==> src/rtl/thr_pkg.sv <==
package thr_pkg;

    localparam int DEPTH        = 16;
    localparam int PAYLOAD_BITS = 32;
    localparam int TIME_BITS    = 48;
    localparam int OPCODE_BITS  = 2;
    localparam int CNT_BITS     = $clog2(DEPTH);
    localparam int FILL_BITS    = $clog2(DEPTH + 1);

    localparam logic [OPCODE_BITS-1:0] OP_PUSH   = 2'd0;
    localparam logic [OPCODE_BITS-1:0] OP_LOOKUP = 2'd1;
    localparam logic [OPCODE_BITS-1:0] OP_NEWEST = 2'd2;
    localparam logic [OPCODE_BITS-1:0] OP_CLEAR  = 2'd3;

    typedef struct packed {
        logic signed [TIME_BITS-1:0] stamp;
        logic [PAYLOAD_BITS-1:0]     payload;
    } thr_entry_t;

    typedef struct packed {
        logic shift;
        logic rotate;
    } thr_cell_ctrl_t;

endpackage

==> src/rtl/thr_in_if.sv <==
interface thr_in_if;
    import thr_pkg::*;

    logic                          valid;
    logic                          ready;
    logic [OPCODE_BITS-1:0]        opcode;
    logic signed [TIME_BITS-1:0]   time_stamp;
    logic [PAYLOAD_BITS-1:0]       payload;

    modport source (output valid, output opcode, output time_stamp, output payload,
                    input ready);
    modport sink (input valid, input opcode, input time_stamp, input payload,
                  output ready);
endinterface

==> src/rtl/thr_out_if.sv <==
interface thr_out_if;
    import thr_pkg::*;

    logic                    valid;
    logic                    ready;
    logic                    hit;
    logic                    exact;
    logic [PAYLOAD_BITS-1:0] entry_payload;

    modport source (output valid, output hit, output exact, output entry_payload,
                    input ready);
    modport sink (input valid, input hit, input exact, input entry_payload,
                  output ready);
endinterface

==> src/rtl/thr_cell.sv <==
module thr_cell (
    input  logic                   clk,
    input  thr_pkg::thr_cell_ctrl_t ctrl,
    input  thr_pkg::thr_entry_t    prev_entry,
    input  thr_pkg::thr_entry_t    next_entry,
    output thr_pkg::thr_entry_t    entry
);
    import thr_pkg::*;

    thr_entry_t entry_reg;
    thr_entry_t entry_next;

    always_comb
    begin
        entry_next = entry_reg;
        if (ctrl.shift)
        begin
            entry_next = prev_entry;
        end
        else if (ctrl.rotate)
        begin
            entry_next = next_entry;
        end
    end

    always_ff @(posedge clk)
    begin
        entry_reg <= entry_next;
    end

    assign entry = entry_reg;
endmodule

==> src/rtl/timestamped_history_ring_core.sv <==
// The history is a chain of DEPTH cells with the newest entry in the first cell. A push shifts
// the chain by one cell; a push, a clear and a newest query are each done as soon as taken. A
// lookup rotates the chain once round past a single signed comparator at the head, one cell per
// cycle, and no new word is taken until the scan has ended and its result has been registered; a
// lookup on an empty ring answers at once. A result waits in an output register, and a new word
// is taken only when that register is free or being emptied in the same cycle.
module timestamped_history_ring_core (
    input logic      clk,
    input logic      rst_n,
    thr_in_if.sink   cmd,
    thr_out_if.source res
);
    import thr_pkg::*;

    localparam logic [1:0] ST_IDLE = 2'd0;
    localparam logic [1:0] ST_SCAN = 2'd1;
    localparam logic [1:0] ST_DONE = 2'd2;

    logic [1:0]              state_reg, state_next;
    logic [CNT_BITS-1:0]     cnt_reg, cnt_next;
    logic [FILL_BITS-1:0]    fill_reg, fill_next;
    logic signed [TIME_BITS-1:0] query_reg, query_next;
    logic                    found_reg, found_next;
    logic [PAYLOAD_BITS-1:0] found_pay_reg, found_pay_next;
    logic [PAYLOAD_BITS-1:0] oldest_pay_reg, oldest_pay_next;

    logic                    out_valid_reg, out_valid_next;
    logic                    out_hit_reg, out_hit_next;
    logic                    out_exact_reg, out_exact_next;
    logic [PAYLOAD_BITS-1:0] out_pay_reg, out_pay_next;

    thr_entry_t     cells [DEPTH];
    thr_entry_t     new_entry;
    thr_cell_ctrl_t cell_ctrl;
    logic           out_free;
    logic           accept;
    logic           head_valid;
    logic           head_match;

    assign out_free  = !out_valid_reg || res.ready;
    assign cmd.ready = (state_reg == ST_IDLE) && out_free;
    assign accept    = cmd.valid && cmd.ready;

    assign new_entry.stamp   = cmd.time_stamp;
    assign new_entry.payload = cmd.payload;

    assign cell_ctrl.shift  = accept && (cmd.opcode == OP_PUSH);
    assign cell_ctrl.rotate = (state_reg == ST_SCAN);

    genvar gi;
    generate
        for (gi = 0; gi < DEPTH; gi++)
        begin : g_cell
            localparam int NXT = (gi + 1) % DEPTH;
            if (gi == 0)
            begin : g_head
                thr_cell u_cell (
                    .clk        (clk),
                    .ctrl       (cell_ctrl),
                    .prev_entry (new_entry),
                    .next_entry (cells[NXT]),
                    .entry      (cells[gi])
                );
            end
            else
            begin : g_body
                thr_cell u_cell (
                    .clk        (clk),
                    .ctrl       (cell_ctrl),
                    .prev_entry (cells[gi-1]),
                    .next_entry (cells[NXT]),
                    .entry      (cells[gi])
                );
            end
        end
    endgenerate

    assign head_valid = FILL_BITS'(cnt_reg) < fill_reg;
    assign head_match = head_valid && (cells[0].stamp <= query_reg);

    always_comb
    begin
        state_next      = state_reg;
        cnt_next        = cnt_reg;
        fill_next       = fill_reg;
        query_next      = query_reg;
        found_next      = found_reg;
        found_pay_next  = found_pay_reg;
        oldest_pay_next = oldest_pay_reg;
        out_valid_next  = out_valid_reg && !res.ready;
        out_hit_next    = out_hit_reg;
        out_exact_next  = out_exact_reg;
        out_pay_next    = out_pay_reg;

        case (state_reg)
            ST_IDLE:
            begin
                if (accept)
                begin
                    case (cmd.opcode)
                        OP_PUSH:
                        begin
                            if (fill_reg < FILL_BITS'(DEPTH))
                            begin
                                fill_next = fill_reg + FILL_BITS'(1);
                            end
                        end
                        OP_CLEAR:
                        begin
                            fill_next = '0;
                        end
                        OP_NEWEST:
                        begin
                            out_valid_next = 1'b1;
                            out_hit_next   = (fill_reg != '0);
                            out_exact_next = 1'b0;
                            out_pay_next   = (fill_reg != '0) ? cells[0].payload : '0;
                        end
                        default:
                        begin
                            if (fill_reg == '0)
                            begin
                                out_valid_next = 1'b1;
                                out_hit_next   = 1'b0;
                                out_exact_next = 1'b0;
                                out_pay_next   = '0;
                            end
                            else
                            begin
                                state_next = ST_SCAN;
                                cnt_next   = '0;
                                query_next = cmd.time_stamp;
                                found_next = 1'b0;
                            end
                        end
                    endcase
                end
            end
            ST_SCAN:
            begin
                if (head_match && !found_reg)
                begin
                    found_next     = 1'b1;
                    found_pay_next = cells[0].payload;
                end
                if (FILL_BITS'(cnt_reg) == fill_reg - FILL_BITS'(1))
                begin
                    oldest_pay_next = cells[0].payload;
                end
                cnt_next = cnt_reg + CNT_BITS'(1);
                if (cnt_reg == CNT_BITS'(DEPTH - 1))
                begin
                    state_next = ST_DONE;
                end
            end
            ST_DONE:
            begin
                if (out_free)
                begin
                    out_valid_next = 1'b1;
                    out_hit_next   = 1'b1;
                    out_exact_next = found_reg;
                    out_pay_next   = found_reg ? found_pay_reg : oldest_pay_reg;
                    state_next     = ST_IDLE;
                end
            end
            default:
            begin
                state_next = ST_IDLE;
            end
        endcase
    end

    always_ff @(posedge clk or negedge rst_n)
    begin
        if (!rst_n)
        begin
            state_reg     <= ST_IDLE;
            cnt_reg       <= '0;
            fill_reg      <= '0;
            out_valid_reg <= 1'b0;
        end
        else
        begin
            state_reg     <= state_next;
            cnt_reg       <= cnt_next;
            fill_reg      <= fill_next;
            out_valid_reg <= out_valid_next;
        end
    end

    always_ff @(posedge clk)
    begin
        query_reg      <= query_next;
        found_reg      <= found_next;
        found_pay_reg  <= found_pay_next;
        oldest_pay_reg <= oldest_pay_next;
        out_hit_reg    <= out_hit_next;
        out_exact_reg  <= out_exact_next;
        out_pay_reg    <= out_pay_next;
    end

    assign res.valid         = out_valid_reg;
    assign res.hit           = out_hit_reg;
    assign res.exact         = out_exact_reg;
    assign res.entry_payload = out_pay_reg;

    a_scan_ends: assert property (@(posedge clk) disable iff (!rst_n)
        (state_reg == ST_SCAN) && (cnt_reg == CNT_BITS'(DEPTH - 1)) |=> (state_reg == ST_DONE))
        else $error("Lookup scan did not end after one full turn of the chain.");

    a_fill_bound: assert property (@(posedge clk) disable iff (!rst_n)
        fill_reg <= FILL_BITS'(DEPTH))
        else $error("Fill count exceeds the ring depth.");

    a_push_fill: assert property (@(posedge clk) disable iff (!rst_n)
        accept && (cmd.opcode == OP_PUSH) && (fill_reg < FILL_BITS'(DEPTH))
        |=> (fill_reg == $past(fill_reg) + FILL_BITS'(1)))
        else $error("A push into a ring that is not full did not raise the fill count.");

    a_miss_zero: assert property (@(posedge clk) disable iff (!rst_n)
        out_valid_reg && !out_hit_reg |-> !out_exact_reg && (out_pay_reg == '0))
        else $error("A miss carries a payload or the exact flag.");

    a_no_accept_busy: assert property (@(posedge clk) disable iff (!rst_n)
        (state_reg != ST_IDLE) |-> !cmd.ready && !cell_ctrl.shift)
        else $error("A word was offered to the chain while a lookup was in progress.");
endmodule
==> src/flat_wrapper.sv <==
// flat-port wrapper written by rule: the top's interface ports become plain ports
module timestamped_history_ring_core_flat import thr_pkg::*;
  (clk, rst_n, cmd_valid, cmd_opcode, cmd_time_stamp, cmd_payload, cmd_ready, res_valid, res_hit, res_exact, res_entry_payload, res_ready);
  thr_in_if cmd_i ();
  thr_out_if res_i ();
  input logic clk;
  input logic rst_n;
  input wire logic [$bits(cmd_i.valid)-1:0] cmd_valid;
  input wire logic [$bits(cmd_i.opcode)-1:0] cmd_opcode;
  input wire logic [$bits(cmd_i.time_stamp)-1:0] cmd_time_stamp;
  input wire logic [$bits(cmd_i.payload)-1:0] cmd_payload;
  output wire logic [$bits(cmd_i.ready)-1:0] cmd_ready;
  output wire logic [$bits(res_i.valid)-1:0] res_valid;
  output wire logic [$bits(res_i.hit)-1:0] res_hit;
  output wire logic [$bits(res_i.exact)-1:0] res_exact;
  output wire logic [$bits(res_i.entry_payload)-1:0] res_entry_payload;
  input wire logic [$bits(res_i.ready)-1:0] res_ready;
  assign cmd_i.valid = cmd_valid;
  assign cmd_i.opcode = cmd_opcode;
  assign cmd_i.time_stamp = cmd_time_stamp;
  assign cmd_i.payload = cmd_payload;
  assign cmd_ready = cmd_i.ready;
  assign res_valid = res_i.valid;
  assign res_hit = res_i.hit;
  assign res_exact = res_i.exact;
  assign res_entry_payload = res_i.entry_payload;
  assign res_i.ready = res_ready;
  timestamped_history_ring_core u_core (.clk(clk), .rst_n(rst_n), .cmd(cmd_i), .res(res_i));
endmodule
==> config.mk <==
export PLATFORM = sky130hd
export DESIGN_NAME = timestamped_history_ring_core_flat
export DESIGN_NICKNAME = d
export VERILOG_FILES = /design/src/rtl/thr_pkg.sv /design/src/rtl/thr_in_if.sv /design/src/rtl/thr_out_if.sv /design/src/rtl/thr_cell.sv /design/src/rtl/timestamped_history_ring_core.sv /design/src/flat_wrapper.sv
export SDC_FILE = /design/constraint.sdc
export NUM_CORES = 2
export LEC_CHECK = 0
export BUFFER_PORTS_ARGS = -buffer_cell sky130_fd_sc_hd__buf_2
export CORE_MARGIN = 4
export CORE_UTILIZATION = 60
export CTS_BUF_LIST = sky130_fd_sc_hd__clkbuf_8 sky130_fd_sc_hd__clkbuf_16
export DETAILED_ROUTE_END_ITERATION = 8
export GPL_ROUTABILITY_DRIVEN = 0
export GPL_TIMING_DRIVEN = 1
export PLACE_DENSITY_LB_ADDON = 0.12
export SLEW_MARGIN = 20
export SYNTH_ARGS = -nofsm -noshare
export SYNTH_HDL_FRONTEND = slang
export SYNTH_SLANG_ARGS = --single-unit
==> constraint.sdc <==
create_clock -name clk -period 54.5 [get_ports clk]
set_input_delay 10.9 -clock clk [delete_from_list [all_inputs] [get_ports clk]]
set_output_delay 10.9 -clock clk [all_outputs]
set_load 0.01 [all_outputs]
==> results by group <==
Synth
  • Synth Flop Type: edfxtp_1
  • Largest family of logic cells by synthesized area: multiplexers
  • Synth top area cells: edfxtp_1, mux2_4, mux2_2
  • Synth unique cells: 48
  • Fraction of registers with async set/reset: 0.00834
  • Multiplexer area fraction after synthesis: 0.282
  • Xor/xnor share of the synthesized area: 0.000941
  • Synth Register Bits: 1439
  • Top-area cell type share of the netlist area: 0.658
  • Cell count after synthesis: 3243
  • Synth top cells by count: edfxtp_1, mux2_4, mux2_2, buf_6, inv_1
  • Simple-gate area share of the yosys netlist: 0.00885
  • Top cell type by total area after synthesis: edfxtp_1
  • Syn Std Cell Area: 0.0651 mm2
  • Adder-cell share of the synthesized area: 0.0113
  • Syn Area/Cell: 20.1 um2
  • Synth Area in Compound Gates: 0.00812
  • Synth Net Count: 3388
  • Post-synth EDFFs: 1427
  • Most frequent cell after synthesis: edfxtp_1
  • YS warnings: 0
  • Sequential-to-total area share from yosys stat: 0.662

Placed design
  • DP Cell Count: 4644
  • DP Worst Slack: 32240 ps
  • Cell Area, Placed: 0.0664 mm2
  • Dpl hpwl: 60.0 mm
  • Port-buffer cells: 121

Clock network
  • Total clock buffers created by CTS: 151
  • Clock insertion delay at the later pin of the skew report: 740 ps
  • Reg clk slew, reported paths: 60 ps
  • CTS max path bufs: 3
  • TritonCTS clock tree: built
  • Root Buffer: clkbuf_16
  • Post-CTS Setup Repair Bufs: 0
  • H-Tree Depth: 4
  • Post_cts resized: 0
  • Sink Count: 1439
  • # hold bufs at CTS: 0

STA
  • Setup_tns: 0 ps
  • Post-route clock skew: 23.4 ps
  • Slew margin rel.: 0.184
  • Fin crit period: 22260 ps
  • RSZ-0062 raised after global routing: false
  • Final worst slack: 32240 ps
  • # setup viols final: 0
  • Fin. Hold Viols: 0
  • Max Slew Vio Count: 0
  • Worst Max-Slew Pin Slew: 1220 ps
  • Max frequency: 44.9 MHz
  • Final period util: 0.408

Global routing
  • Initial antenna violation count: 11
  • GRT Residual Overflow: 0
  • Largest net degree at the start of global routing: 201
  • All-layer global routing usage: 0.179
  • First-pass GRT wire length: 164 mm
  • Vias in the first global route: 29.7k

Floorplanning
  • Initial cell density of the core: 0.606
  • Num rows: 120
  • Die width: 338 um
  • Core footprint: 0.108 mm2
  • Die area: 0.114 mm2
  • Die height: 338 um
  • I/O pin cnt: 122

Final layout
  • Nets: 3540
  • Fin util: 0.663
  • Area grow syn2layout: 9.33%
  • Fin cells: 4921
  • Share of cells above drive strength 1: 0.471
  • Final instance area: 0.0712 mm2
  • Max reg flops: 1200

Worst setup path
  • Critical path origin: res_ready
  • FF-to-FF Start: u_core.state_reg[0]
  • Crit. End Element: primary output
  • Largest fanout on the critical path: 2
  • CP Class: input pin to primary output
  • Startpoint Class: input pin
  • Crit path arrival time: 11360 ps
  • CP Data Required Time: 43600 ps

Routing
  • Vias: 28.0k
  • Via density: 5.69
  • DRT iter0 DRCs: 2228
  • DRT Pass-1 Iters: 5
  • Routed WL per cell: 21.1 um
  • Post-route DRC: 0
  • Routed Antenna Nets: 0
  • Total Wirelength: 104 mm

Worst hold path
  • Hold Startpoint: u_core.g_cell[15].g_body.u_cell.entry[16]
  • Worst min path class: flip-flop to flip-flop

Power
  • Sw frac: 0.263
  • Reg power frac: 0.531
  • Peak supply drop: 46.8 uV
  • Int Power: 3.33 mW
  • Leak: 29.0 nW
  • Pwr dens: 63.5 mW/mm2
  • Clock share of power: 0.216
  • Gate power share: 0.252
  • Net Switching: 1.19 mW

Run status
  • Outcome: complete, no violations

Run
  • Max Cap Viol: 0
[per-layer routing]
layer	routed length, um	vias to the layer above	GRT usage
met2	48300	425	0.281
met5	47	-	0
met3	4420	149	0.0386
met1	49300	14418	0.256
li1	-	12991	-
met4	1910	6	0.0500
[cell usage in the layout (no fill, tap or decap), types with 12 or more instances in the layout]
cell type,synthesis,layout
a21oi_1,18,18
buf_2,38,121
buf_4,0,23
clkbuf_16,0,157
clkinv_1,0,27
clkinv_2,0,20
dfrtp_1,12,12
edfxtp_1,1427,1427
ha_1,59,59
inv_1,63,98
mux2_2,303,303
mux2_4,977,977
mux2i_1,32,32
nand2_1,56,55
nand4_1,12,12
o21ai_0,45,45
[cells by family (layout without fill, tap and decap cells)]
group | after synthesis | after routing
flops | 1439 | 1439
xor+xnor | 7 | 7
mux | 1312 | 1312
simple gates | 116 | 116
other cells | 0 | 6
buf+inv | 219 | 488
compound gates | 91 | 91
fa+ha+maj | 59 | 59
[layout make-up]
cell class	count	area, um2
Clock buffer	160	3970
Multi-Input combinational cell	1585	20300
Clock inverter	110	786
Sequential cell	1439	43200
Fill cell	7070	36300
Inverter	63	238
Timing Repair Buffer	155	963
Antenna cell	6	15.0
Tap cell	1403	1760
[power groups by stage]
| stage | logic [mW] | registers, mW | clock network, mW |
|---|---|---|---|
| floorplan | 0.969 | 2.95 | 0 |
| global placement | 1.08 | 2.38 | 0 |
| detailed placement | 1.14 | 2.42 | 0 |
| CTS | 1.15 | 2.41 | 1.01 |
| global route | 1.22 | 2.47 | 1.06 |
| finish | 1.14 | 2.40 | 0.979 |
[critical path, cell delays in order]
cell     delay (ps)
buf_2           120
nor2b_4         140
nor3_4           50
buf_2           150
[worst paths after layout]
check | end | slack (ps) | cells past startpoint
worst min-delay path | u_core.g_cell[14].g_body.u_cell.entry[16] | 550 | 1
min in group asynchronous | u_core.res.valid | 10090 | 1
worst max register to register | u_core.g_cell[5].g_body.u_cell.entry[55] | 48920 | 7
max in group asynchronous | u_core.fill_reg[2] | 44120 | 1
worst min register to register | u_core.g_cell[14].g_body.u_cell.entry[16] | 550 | 1
worst max-delay path | cmd_ready | 32240 | 4
[stage by stage]
step                hold WS, ps  power [mW]
floorplan                   485        3.92
global placement            526        3.46
detailed placement          534        3.55
CTS                         548        4.57
global route                560        4.75
finish                      545        4.53
(Power assumes the default switching activity.)
